$ cat src/bsm_pkg.sv
// Shared types and constants for the bank switch mapper with scanline IRQ.
// No dependencies; used by bsm_banks, bsm_irq and the top level.
package bsm_pkg;

  // Configuration port
  localparam int unsigned CfgIdxW  = 3;
  localparam int unsigned CfgDataW = 10;

  localparam logic [CfgIdxW-1:0] CfgPrgAndMask = 3'd0;
  localparam logic [CfgIdxW-1:0] CfgPrgOrBits  = 3'd1;
  localparam logic [CfgIdxW-1:0] CfgChrAndMask = 3'd2;
  localparam logic [CfgIdxW-1:0] CfgChrOrBits  = 3'd3;
  localparam logic [CfgIdxW-1:0] CfgHeaderMode = 3'd4;

  localparam logic [7:0] PrgAndMaskRst = 8'd63;
  localparam logic [9:0] ChrAndMaskRst = 10'd255;

  // A12 low-time filter
  localparam int unsigned TimerW       = 4;
  localparam int unsigned A12FilterDef = 8;

  // Word kinds
  localparam logic KindCpu = 1'b0;
  localparam logic KindPpu = 1'b1;

  // CPU register pairs
  localparam logic [1:0] PairBank   = 2'd0;
  localparam logic [1:0] PairMirror = 2'd1;
  localparam logic [1:0] PairIrqLat = 2'd2;
  localparam logic [1:0] PairIrqEn  = 2'd3;

  // Bank commands (low three bits of the command byte)
  localparam logic [2:0] CmdChr2k0 = 3'd0;
  localparam logic [2:0] CmdChr2k1 = 3'd1;
  localparam logic [2:0] CmdChr1k0 = 3'd2;
  localparam logic [2:0] CmdChr1k1 = 3'd3;
  localparam logic [2:0] CmdChr1k2 = 3'd4;
  localparam logic [2:0] CmdChr1k3 = 3'd5;
  localparam logic [2:0] CmdPrg0   = 3'd6;
  localparam logic [2:0] CmdPrg1   = 3'd7;

  // Fixed PRG banks and reset selections
  localparam logic [5:0] PrgFixed2nd  = 6'h3E;
  localparam logic [5:0] PrgFixedLast = 6'h3F;
  localparam logic [5:0] PrgSel0Rst   = 6'h3C;
  localparam logic [5:0] PrgSel1Rst   = 6'h3D;

  typedef struct packed {
    logic       kind;
    logic [1:0] reg_pair;
    logic       addr_odd;
    logic [7:0] write_value;
    logic       ppu_a12;
    logic [1:0] prg_slot;
    logic [2:0] chr_slot;
  } bsm_in_t;

  typedef struct packed {
    logic       irq_line;
    logic [7:0] prg_bank;
    logic [9:0] chr_bank;
    logic       mirror_horizontal;
    logic       wram_enabled;
    logic       wram_writable;
  } bsm_out_t;

  // CPU register write, qualified by the stage advancing
  typedef struct packed {
    logic       we;
    logic [1:0] pair;
    logic       odd;
    logic [7:0] value;
  } bsm_wr_t;

endpackage

$ cat src/bank_switch_mapper_with_scanline_irq.sv
// Bank switch mapper with scanline IRQ: top level, handshake and pipeline.
// Depends on bsm_pkg, bsm_banks and bsm_irq.
//
// Each input word is either one CPU register write or one PPU cycle; every
// word yields exactly one result word carrying the IRQ line, the translated
// PRG bank for prg_slot, the translated CHR bank for chr_slot, mirroring and
// the work-RAM flags, all as seen after that word has updated the state.
// The block takes one word per cycle: a word waits in the input register,
// the state update and bank translation run in a single pass of short
// logic, and the result lands in the output register, so a word accepted
// into the input register moves on to the result register as soon as the
// result register is free. The result register holds a
// finished word while the next one waits in the input register; throughput
// drops only when out_ready_i is low.
// Configuration registers (AND/OR masks, header mode) are written through a
// plain write port and should only change while no words are in flight.
module bank_switch_mapper_with_scanline_irq #(
  parameter int unsigned A12_FILTER = bsm_pkg::A12FilterDef
) (
  input  logic                          clk_i,
  input  logic                          rst_ni,
  // input words
  input  logic                          in_valid_i,
  output logic                          in_ready_o,
  input  bsm_pkg::bsm_in_t              in_data_i,
  // result words
  output logic                          out_valid_o,
  input  logic                          out_ready_i,
  output bsm_pkg::bsm_out_t             out_data_o,
  // configuration writes
  input  logic                          cfg_we_i,
  input  logic [bsm_pkg::CfgIdxW-1:0]   cfg_idx_i,
  input  logic [bsm_pkg::CfgDataW-1:0]  cfg_data_i
);

  // configuration registers
  logic [7:0] prg_and_q;
  logic [7:0] prg_or_q;
  logic [9:0] chr_and_q;
  logic [9:0] chr_or_q;
  logic       header_q;

  always_ff @(posedge clk_i or negedge rst_ni) begin
    if (!rst_ni) begin
      prg_and_q <= bsm_pkg::PrgAndMaskRst;
      prg_or_q  <= '0;
      chr_and_q <= bsm_pkg::ChrAndMaskRst;
      chr_or_q  <= '0;
      header_q  <= 1'b0;
    end else if (cfg_we_i) begin
      unique case (cfg_idx_i)
        bsm_pkg::CfgPrgAndMask: prg_and_q <= cfg_data_i[7:0];
        bsm_pkg::CfgPrgOrBits:  prg_or_q  <= cfg_data_i[7:0];
        bsm_pkg::CfgChrAndMask: chr_and_q <= cfg_data_i;
        bsm_pkg::CfgChrOrBits:  chr_or_q  <= cfg_data_i;
        bsm_pkg::CfgHeaderMode: header_q  <= cfg_data_i[0];
        default: ;  // unmapped index, dropped
      endcase
    end
  end

  // input register
  bsm_pkg::bsm_in_t  in_q;
  logic              in_vld_q;
  // result register
  bsm_pkg::bsm_out_t out_q, out_d;
  logic              out_vld_q;

  logic              advance;  // input word moves into the result register
  bsm_pkg::bsm_wr_t  wr;
  logic              ppu_cyc;

  assign advance    = in_vld_q && (!out_vld_q || out_ready_i);
  assign in_ready_o = !in_vld_q || advance;

  always_ff @(posedge clk_i or negedge rst_ni) begin
    if (!rst_ni) begin
      in_vld_q <= 1'b0;
    end else begin
      in_vld_q <= (in_valid_i && in_ready_o) || (in_vld_q && !advance);
    end
  end

  always_ff @(posedge clk_i) begin
    if (in_valid_i && in_ready_o) begin
      in_q <= in_data_i;
    end
  end

  // state only moves when the word leaves the input register
  assign wr.we    = advance && in_q.kind == bsm_pkg::KindCpu;
  assign wr.pair  = in_q.reg_pair;
  assign wr.odd   = in_q.addr_odd;
  assign wr.value = in_q.write_value;
  assign ppu_cyc  = advance && in_q.kind == bsm_pkg::KindPpu;

  bsm_banks u_banks (
    .clk_i          (clk_i),
    .rst_ni         (rst_ni),
    .wr_i           (wr),
    .prg_and_mask_i (prg_and_q),
    .prg_or_bits_i  (prg_or_q),
    .chr_and_mask_i (chr_and_q),
    .chr_or_bits_i  (chr_or_q),
    .header_mode_i  (header_q),
    .prg_slot_i     (in_q.prg_slot),
    .chr_slot_i     (in_q.chr_slot),
    .prg_bank_o     (out_d.prg_bank),
    .chr_bank_o     (out_d.chr_bank),
    .mirror_o       (out_d.mirror_horizontal),
    .wram_en_o      (out_d.wram_enabled),
    .wram_wr_o      (out_d.wram_writable)
  );

  bsm_irq #(
    .A12_FILTER (A12_FILTER)
  ) u_irq (
    .clk_i  (clk_i),
    .rst_ni (rst_ni),
    .wr_i   (wr),
    .ppu_i  (ppu_cyc),
    .a12_i  (in_q.ppu_a12),
    .irq_o  (out_d.irq_line)
  );

  always_ff @(posedge clk_i or negedge rst_ni) begin
    if (!rst_ni) begin
      out_vld_q <= 1'b0;
    end else begin
      out_vld_q <= advance || (out_vld_q && !out_ready_i);
    end
  end

  always_ff @(posedge clk_i) begin
    if (advance) begin
      out_q <= out_d;
    end
  end

  assign out_valid_o = out_vld_q;
  assign out_data_o  = out_q;

  // a word leaving the input register always shows up as a result
  a_advance_result : assert property (@(posedge clk_i) disable iff (!rst_ni)
    advance |=> out_vld_q)
    else $error("advanced word did not reach the result register");

  // an empty input register never refuses a word
  a_empty_ready : assert property (@(posedge clk_i) disable iff (!rst_ni)
    !in_vld_q |-> in_ready_o)
    else $error("input register empty but not ready");

  // IRQ disable write clears the pending line in its own result
  a_irq_disable_clears : assert property (@(posedge clk_i) disable iff (!rst_ni)
    wr.we && wr.pair == bsm_pkg::PairIrqEn && !wr.odd |=> !out_data_o.irq_line)
    else $error("IRQ disable left the line pending");

  // header mode forces work RAM on and writable on a control write
  a_header_wram : assert property (@(posedge clk_i) disable iff (!rst_ni)
    wr.we && wr.pair == bsm_pkg::PairMirror && wr.odd && header_q
    |=> out_data_o.wram_enabled && out_data_o.wram_writable)
    else $error("header mode did not force work RAM on");

endmodule

$ cat src/bsm_banks.sv
// Bank registers, mirroring and work-RAM control, plus PRG/CHR translation.
// Depends on bsm_pkg.
module bsm_banks (
  input  logic             clk_i,
  input  logic             rst_ni,
  input  bsm_pkg::bsm_wr_t wr_i,
  input  logic [7:0]       prg_and_mask_i,
  input  logic [7:0]       prg_or_bits_i,
  input  logic [9:0]       chr_and_mask_i,
  input  logic [9:0]       chr_or_bits_i,
  input  logic             header_mode_i,
  input  logic [1:0]       prg_slot_i,
  input  logic [2:0]       chr_slot_i,
  output logic [7:0]       prg_bank_o,
  output logic [9:0]       chr_bank_o,
  output logic             mirror_o,
  output logic             wram_en_o,
  output logic             wram_wr_o
);

  // Only the command bits that matter are kept
  logic       chr_inv_q, chr_inv_d;
  logic       prg_swap_q, prg_swap_d;
  logic [2:0] cmd_sel_q, cmd_sel_d;
  logic [5:0] prg_q [2];
  logic [5:0] prg_d [2];
  logic [7:0] chr_q [8];
  logic [7:0] chr_d [8];
  logic       mirror_q, mirror_d;
  logic       wram_en_q, wram_en_d;
  logic       wram_wp_q, wram_wp_d;

  logic [1:0] prg_sel_slot;
  logic [5:0] prg_raw;
  logic [2:0] chr_idx;

  always_comb begin
    chr_inv_d  = chr_inv_q;
    prg_swap_d = prg_swap_q;
    cmd_sel_d  = cmd_sel_q;
    prg_d      = prg_q;
    chr_d      = chr_q;
    mirror_d   = mirror_q;
    wram_en_d  = wram_en_q;
    wram_wp_d  = wram_wp_q;
    if (wr_i.we && wr_i.pair == bsm_pkg::PairBank) begin
      if (!wr_i.odd) begin
        chr_inv_d  = wr_i.value[7];
        prg_swap_d = wr_i.value[6];
        cmd_sel_d  = wr_i.value[2:0];
      end else begin
        unique case (cmd_sel_q)
          bsm_pkg::CmdChr2k0: begin
            chr_d[0] = {wr_i.value[7:1], 1'b0};
            chr_d[1] = {wr_i.value[7:1], 1'b1};
          end
          bsm_pkg::CmdChr2k1: begin
            chr_d[2] = {wr_i.value[7:1], 1'b0};
            chr_d[3] = {wr_i.value[7:1], 1'b1};
          end
          bsm_pkg::CmdChr1k0: chr_d[4] = wr_i.value;
          bsm_pkg::CmdChr1k1: chr_d[5] = wr_i.value;
          bsm_pkg::CmdChr1k2: chr_d[6] = wr_i.value;
          bsm_pkg::CmdChr1k3: chr_d[7] = wr_i.value;
          bsm_pkg::CmdPrg0:   prg_d[0] = wr_i.value[5:0];
          bsm_pkg::CmdPrg1:   prg_d[1] = wr_i.value[5:0];
          default:            prg_d[1] = wr_i.value[5:0];
        endcase
      end
    end
    if (wr_i.we && wr_i.pair == bsm_pkg::PairMirror) begin
      if (wr_i.odd) begin
        // header mode pins work RAM to enabled and writable
        wram_en_d = header_mode_i ? 1'b1 : wr_i.value[7];
        wram_wp_d = header_mode_i ? 1'b0 : wr_i.value[6];
      end else begin
        mirror_d = wr_i.value[0];
      end
    end
  end

  always_ff @(posedge clk_i or negedge rst_ni) begin
    if (!rst_ni) begin
      chr_inv_q  <= 1'b0;
      prg_swap_q <= 1'b0;
      cmd_sel_q  <= '0;
      prg_q[0]   <= bsm_pkg::PrgSel0Rst;
      prg_q[1]   <= bsm_pkg::PrgSel1Rst;
      for (int i = 0; i < 8; i++) begin
        chr_q[i] <= 8'(i);
      end
      mirror_q   <= 1'b0;
      wram_en_q  <= 1'b0;
      wram_wp_q  <= 1'b0;
    end else begin
      chr_inv_q  <= chr_inv_d;
      prg_swap_q <= prg_swap_d;
      cmd_sel_q  <= cmd_sel_d;
      prg_q      <= prg_d;
      chr_q      <= chr_d;
      mirror_q   <= mirror_d;
      wram_en_q  <= wram_en_d;
      wram_wp_q  <= wram_wp_d;
    end
  end

  // Translation works on the updated state
  always_comb begin
    prg_sel_slot = prg_slot_i;
    if (!prg_slot_i[0]) begin
      prg_sel_slot[1] = prg_slot_i[1] ^ prg_swap_d;
    end
    unique case (prg_sel_slot)
      2'd0:    prg_raw = prg_d[0];
      2'd1:    prg_raw = prg_d[1];
      2'd2:    prg_raw = bsm_pkg::PrgFixed2nd;
      default: prg_raw = bsm_pkg::PrgFixedLast;
    endcase
  end

  assign chr_idx    = chr_slot_i ^ {chr_inv_d, 2'b00};
  assign prg_bank_o = ({2'b00, prg_raw} & prg_and_mask_i) | prg_or_bits_i;
  assign chr_bank_o = ({2'b00, chr_d[chr_idx]} & chr_and_mask_i) | chr_or_bits_i;
  assign mirror_o   = mirror_d;
  assign wram_en_o  = wram_en_d;
  assign wram_wr_o  = ~wram_wp_d;

endmodule

$ cat src/bsm_irq.sv
// Scanline IRQ counter with A12 low-time filter.
// Depends on bsm_pkg.
module bsm_irq #(
  parameter int unsigned A12_FILTER = bsm_pkg::A12FilterDef
) (
  input  logic             clk_i,
  input  logic             rst_ni,
  input  bsm_pkg::bsm_wr_t wr_i,
  input  logic             ppu_i,     // PPU cycle word, stage advancing
  input  logic             a12_i,
  output logic             irq_o      // pending after this word
);

  logic [bsm_pkg::TimerW-1:0] timer_q, timer_d, timer_dec;
  logic [7:0] count_q, count_d, count_next;
  logic [7:0] reload_val_q, reload_val_d;
  logic       reload_req_q, reload_req_d;
  logic       enable_q, enable_d;
  logic       pending_q, pending_d;
  logic       ctr_clk;

  assign timer_dec  = (timer_q != '0) ? timer_q - 1'b1 : '0;
  assign ctr_clk    = ppu_i && timer_dec == '0 && a12_i;
  assign count_next = (count_q == '0 || reload_req_q) ? reload_val_q : count_q - 8'd1;

  always_comb begin
    timer_d      = timer_q;
    count_d      = count_q;
    reload_val_d = reload_val_q;
    reload_req_d = reload_req_q;
    enable_d     = enable_q;
    pending_d    = pending_q;
    if (ppu_i) begin
      timer_d = a12_i ? bsm_pkg::TimerW'(A12_FILTER) : timer_dec;
    end
    if (ctr_clk) begin
      count_d      = count_next;
      reload_req_d = 1'b0;
      if ((count_q != '0 || reload_req_q) && count_next == '0 && enable_q) begin
        pending_d = 1'b1;
      end
    end
    if (wr_i.we && wr_i.pair == bsm_pkg::PairIrqLat) begin
      if (wr_i.odd) begin
        count_d      = '0;
        reload_req_d = 1'b1;
      end else begin
        reload_val_d = wr_i.value;
      end
    end
    if (wr_i.we && wr_i.pair == bsm_pkg::PairIrqEn) begin
      enable_d = wr_i.odd;
      if (!wr_i.odd) begin
        pending_d = 1'b0;
      end
    end
  end

  always_ff @(posedge clk_i or negedge rst_ni) begin
    if (!rst_ni) begin
      timer_q      <= '0;
      count_q      <= '0;
      reload_val_q <= '0;
      reload_req_q <= 1'b0;
      enable_q     <= 1'b0;
      pending_q    <= 1'b0;
    end else begin
      timer_q      <= timer_d;
      count_q      <= count_d;
      reload_val_q <= reload_val_d;
      reload_req_q <= reload_req_d;
      enable_q     <= enable_d;
      pending_q    <= pending_d;
    end
  end

  assign irq_o = pending_d;

endmodule
$ cat config.mk
export PLATFORM = sky130hd
export DESIGN_NAME = bank_switch_mapper_with_scanline_irq
export DESIGN_NICKNAME = d
export VERILOG_FILES = /design/src/bsm_pkg.sv /design/src/bank_switch_mapper_with_scanline_irq.sv /design/src/bsm_banks.sv /design/src/bsm_irq.sv
export SDC_FILE = /design/constraint.sdc
export NUM_CORES = 1
export LEC_CHECK = 0
export ABC_AREA = 1
export BUFFER_PORTS_ARGS = -buffer_cell sky130_fd_sc_hd__buf_2
export CAP_MARGIN = 20
export CELL_PAD_IN_SITES_DETAIL_PLACEMENT = 1
export CELL_PAD_IN_SITES_GLOBAL_PLACEMENT = 2
export CORE_MARGIN = 2
export CORE_UTILIZATION = 37
export DETAILED_ROUTE_END_ITERATION = 16
export GPL_ROUTABILITY_DRIVEN = 0
export MAX_ROUTING_LAYER = met4
export PLACE_DENSITY_LB_ADDON = 0.1
export SYNTH_ARGS = -nofsm -noshare
export SYNTH_HDL_FRONTEND = slang
export SYNTH_SLANG_ARGS = --single-unit
$ cat constraint.sdc
create_clock -name clk_i -period 2.65 [get_ports clk_i]
set_input_delay 0.265 -clock clk_i [delete_from_list [all_inputs] [get_ports clk_i]]
set_output_delay 0.265 -clock clk_i [all_outputs]
set_load 0.01 [all_outputs]
# --- Yosys cells after proc, flatten, opt, wreduce, memory -nomap -nowiden ---
# Index checks and enable logic that the tools add are counted.
# W data, S select, Z words.
totals:
  ramBits: 0
  rom_bits: 0
  out_inout_bits: 24
  wordCells: 153
  reg_bits: 186
  in_bits: 36
  memories: 0
  latchBits: 0
classes:
  bitwise_logic: 10
  shifts: 0
  n_div: 0
  reduce_logical: 40
  n_eq_ne: 16
  n_addsub: 2
  magnitude_cmp: 1
  n_mux: 42
  n_mul: 0
ops:
  columns: ["op", "count"]
  rows:
  - ["$mux W64", 2]
  - ["$mux W8", 10]
  - ["$mux W16", 2]
  - ["$bmux W8 S3", 1]
  - ["$mux W12", 2]
  - ["$mux W1", 20]
  - ["$pmux W6 S3", 1]
  - ["$logic_not A8 Y1", 2]
  - ["$eq A3 B3 Y1 const B", 5]
  - ["$logic_and A1 B1 Y1", 14]
  - ["$reduce_and A2 Y1", 7]
  - ["$eq A3 B2 Y1 const B", 4]
  - ["$mux W6", 2]
  - ["$and A8 B10 Y10", 1]
  - ["$or A10 B10 Y10", 1]
  - ["$and A6 B8 Y8", 1]
  - ["$mux W4", 2]
  - ["$or A8 B8 Y8", 1]
  - ["$reduce_bool A8 Y1", 1]
  - ["$sub A8 B1 Y8 const B", 1]
  - ["$eq A2 B2 Y1 const B", 3]
  - ["$eq A3 B1 Y1 const B", 2]
  - ["$logic_not A3 Y1", 2]
  - ["$logic_or A1 B1 Y1", 6]
  - ["11 further kinds", 18]

# --- Depth between registers and ports, before layout ---
logic_depth:
  depth_word: 13
  depth_mapped: 15
  ltp_nobuf: 14

# --- Cells and area by module ---
# A second synthesis with hierarchy kept.
hier_totals:
  hier_cells: 1015
  area_unflattened_um2: 8821.0
by_module_without_submodules:
  columns: ["module", "n_inst", "area_per_inst_um2", "cells_per_inst", "seq_area_each_um2"]
  rows:
  - ["bsm_banks", 1, 4620.7, 611, 2128.3]
  - ["bank_switch_mapper_with_scanline_irq", 1, 2854.0, 228, 2194.6]
  - ["bsm_irq", 1, 1346.3, 176, 575.6]

# --- Worst setup path before layout ---
# Ideal clock, no wire load.
synth_timing:
  kind: "flip-flop to flip-flop"
  start: "register out_vld_q, in the netlist out_valid_o"
  end: "register out_q (netlist bit out_data_o[14]) (data pin)"
  setup_ns: 0.253
  path_buffers: 2
  required_time_ns: 2.397
  path_stages_with_launch: 11
  synth_period_minus_slack_ns: 1.839
  t_arrival_ns: 1.586
  path_slack_ns: 0.811
  cell_sequence: "dfrtp_1 -> nand2_2 -> nand3_4 -> nor2_8 -> buf_6 -> nand4_2 -> buf_2 -> o21ai_1 -> nand3_1 -> nand3_1 -> nand2_1"
synth_rtl:
  columns: ["element", "line", "rtl"]
  rows:
  - ["start, declared", "bank_switch_mapper_with_scanline_irq.sv:67", "logic out_vld_q;"]
  - ["start signal, assigned", "bank_switch_mapper_with_scanline_irq.sv:130", "out_vld_q <= advance || (out_vld_q && !out_ready_i);"]
  - ["end signal, assigned", "bank_switch_mapper_with_scanline_irq.sv:136", "out_q <= out_d;"]
  - ["end, declared", "bank_switch_mapper_with_scanline_irq.sv:66", "bsm_pkg::bsm_out_t out_q, out_d;"]

==> out/qor.csv <==
metric,value,unit
n_diodes,0,
largest cells by area after synthesis,"dfrtp_1 (33%), edfxtp_1 (15%), nand2_1 (15%), dfstp_2 (11%), nand3_1 (7.3%)",
CP arrival,2.60,ns
pin count of the biggest net entering global routing,60,
Fmax achieved,416,MHz
first-pass GRT wire length,37100,um
final slew viol count,0,
Fin. Hold Viols,0,
Routed WL per cell,16.9,um
"Req. time, crit path",2.85,ns
Die Y,153,um
Final Cycle Share,90.6,%
"delay-heaviest family, CP",simple AND/OR/NAND/NOR gates,
Hold Path Class,input pin to register,
nets,1056,
Critical Path Source Type,register,
post-route ant nets,0,
Residual DRC,0,
post-synthesis cell count,929,
layout cells sized above 1,17.6,%
Root Driver,clkbuf_16,
clk_lat worst skew,0.44,ns
number of distinct library cells after synthesis,36,
GR Util All Layers,20.9,%
I/O pin count,60,
Hold Worst Slack,0.0200,ns
Fin Setup TNS,0,ns
"Async S/R FF share, synth",78.0,%
syn_area_per_cell,8.81,um2
Vias per Instance,4.80,
"Top FF cell, synth",dfrtp_1,
Ys Warns,0,
Slew @ Worst Pin,0.741,ns
Yosys reg bits,182,
"EDFF count, synth",40,
RSZ-0062 raised after global routing,false,
synth-to-layout area growth,18.0,%
"Largest stage delay, worst path",0.42,ns
"Seq/Total Area, Yosys",58.6,%
DR pass1 iterations,4,
Vias,6297,
Num CTS Buffers,17,
clock buffer depth,2,
Worst VDD drop,0.440,mV
Final setup viols,0,
H-tree depth,4,
critical path type,register to register,
Post-Route WL,22200,um
Synth Net Count,967,
die extent in x,153,um
Bufs and invs on worst path,3,
PwrDens,816,nW/um2
Mapped Area,8190,um2
"reg-to-reg slack, setup",0.25,ns
Final HPWL DP,16000,um
antenna violations before repair,0,
crit end category,register,
initial core utilization,37.6,%
CTS tree,built,
share of the synthesized area in the top cell type,32.7,%
slowest CP cell,edfxtp_1,
vias in the first global route,6632,
IO buf count,59,
Starting DRT DRC Count,377,
leakage,4.81,nW
clock sink count,182,
Most common cell on crit path,nand2_1,
"Min Clock Period, post-route",2.40,ns
die area,23300,um2
grt ovf,0,
core box area,21800,um2
clk slew on worst S/H paths,0.07,ns
max-capacitance violation count,0,
"critical path fanouts, max",25,
outcome,"complete, no violations",
post-synth top area cell,dfrtp_1,
critical path cell sequence,"inv_1, nand2_1, nor2_8, buf_4, nand2_1, nand2_1, or2_2, nand2_2, inv_1, nand2_1, nand2_1, nand2_1",
Cell Rows,54,
Final Skew,0.0173,ns
Slew HR,50.5,%
where the power goes:
group          switching, mW  internal (mW)
Sequential             0.264           3.41
Combinational           1.03          0.549
Clock                   1.23           1.41
cells by family (layout without fill, tap and decap cells):
kind of cell / Yosys count / in the layout / share of synthesized area [%]
and+or+nand+nor: 504 / 504 / 27.4
xor gates and xnor gates: 4 / 4 / 0.428
adders and majority gates: 2 / 2 / 0.306
buffers and inverters: 146 / 248 / 7.03
AOI/OAI and AO/OA: 89 / 89 / 5.93
muxes: 2 / 2 / 0.275
DFF: 182 / 182 / 58.6
Yosys cell counts, drive strengths merged, types with 4 or more instances:
cell and n:
inv 118, o211ai 13, dfrtp 107, nor2 23, a21oi 4, buf 12, dfstp 35, nand2 326
edfxtp 40, nand3 122, nand4 19, o21ai 70, nor3 4, and2 5, clkbuf 15
final timing paths:
path                               from                to  cells past startpoint
min in group asynchronous        rst_ni  u_irq.count_q[4]                      2
max in group asynchronous        rst_ni      chr_and_q[4]                      3
min                        in_data_i[9]           in_q[9]                      1
min reg2reg                 chr_or_q[8]    out_data_o[11]                      0
max                            in_q[16]     out_data_o[7]                     12
max reg2reg                    in_q[16]     out_data_o[7]                     12
flip-flops by register name (all words and copies together), names as in the netlist, 8 cells and up:
| register | cells |
|---|---|
| in_q | 18 |
| u_banks.prg_q | 12 |
| prg_or_q | 8 |
| chr_and_q | 8 |
| u_banks.chr_q | 64 |
| u_irq.reload_val_q | 8 |
| out_data_o | 22 |
| u_irq.count_q | 8 |
| chr_or_q | 10 |
repair_timing:
action,in CTS,in global routing
hold buffers,14,0
endpoints found under the hold margin,59,0
buffers inserted,0,0
endpoints found under the setup margin,0,0
gates resized for setup,0,0
cell type report:
class	instances	area, um2
Sequential cell	182	4800
Multi-Input combinational cell	601	2810
Tap cell	280	350
Inverter	119	447
Fill cell	2599	12100
Timing Repair Buffer	97	647
Clock buffer	19	454
Clock inverter	13	153
stage by stage:
step | util (%) | instance area, um2 | setup slack [ns] | total power, mW | std cells
final | 44.4 | 9660 | 0.248 | 7.89 | 1311
after global routing | 44.4 | 9660 | 0.0548 | 8.42 | 1311
after CTS | 44.4 | 9660 | 0.181 | 8.01 | 1311
after detailed placement | 41.0 | 8910 | 0.195 | 5.32 | 1265
after global placement | 41.0 | 8910 | 0.253 | 5.28 | 1265
after floorplan | - | 8190 | 0.811 | 4.74 | 929
layer usage:
metal	vias to the layer above	GRT usage, %	part of all wire (%)
met5	-	-	0
met4	0	4.85	0.83
met3	14	3.07	2.2
met2	70	32.2	46
met1	3030	29.6	51
li1	3183	-	-
cells in the final DEF, fill, tap and decap left out, drive strengths merged:
master / n
nand2: 326
inv: 127
nand3: 122
dfrtp: 107
buf: 83
o21ai: 70
edfxtp: 40
dfstp: 35
nor2: 23
clkbuf: 19
nand4: 19
dlygate4sd3: 14
o211ai: 13
and2: 5
nor3: 4
a21oi: 4
xor2: 3
or2: 3
nand3b: 2
mux2: 2
ha: 2
clkinvlp: 2
clkinv: 2
xnor2: 1
a31oi: 1
a22oi: 1
bufinv: 1
Note: power is estimated with default switching activity, not from simulation.
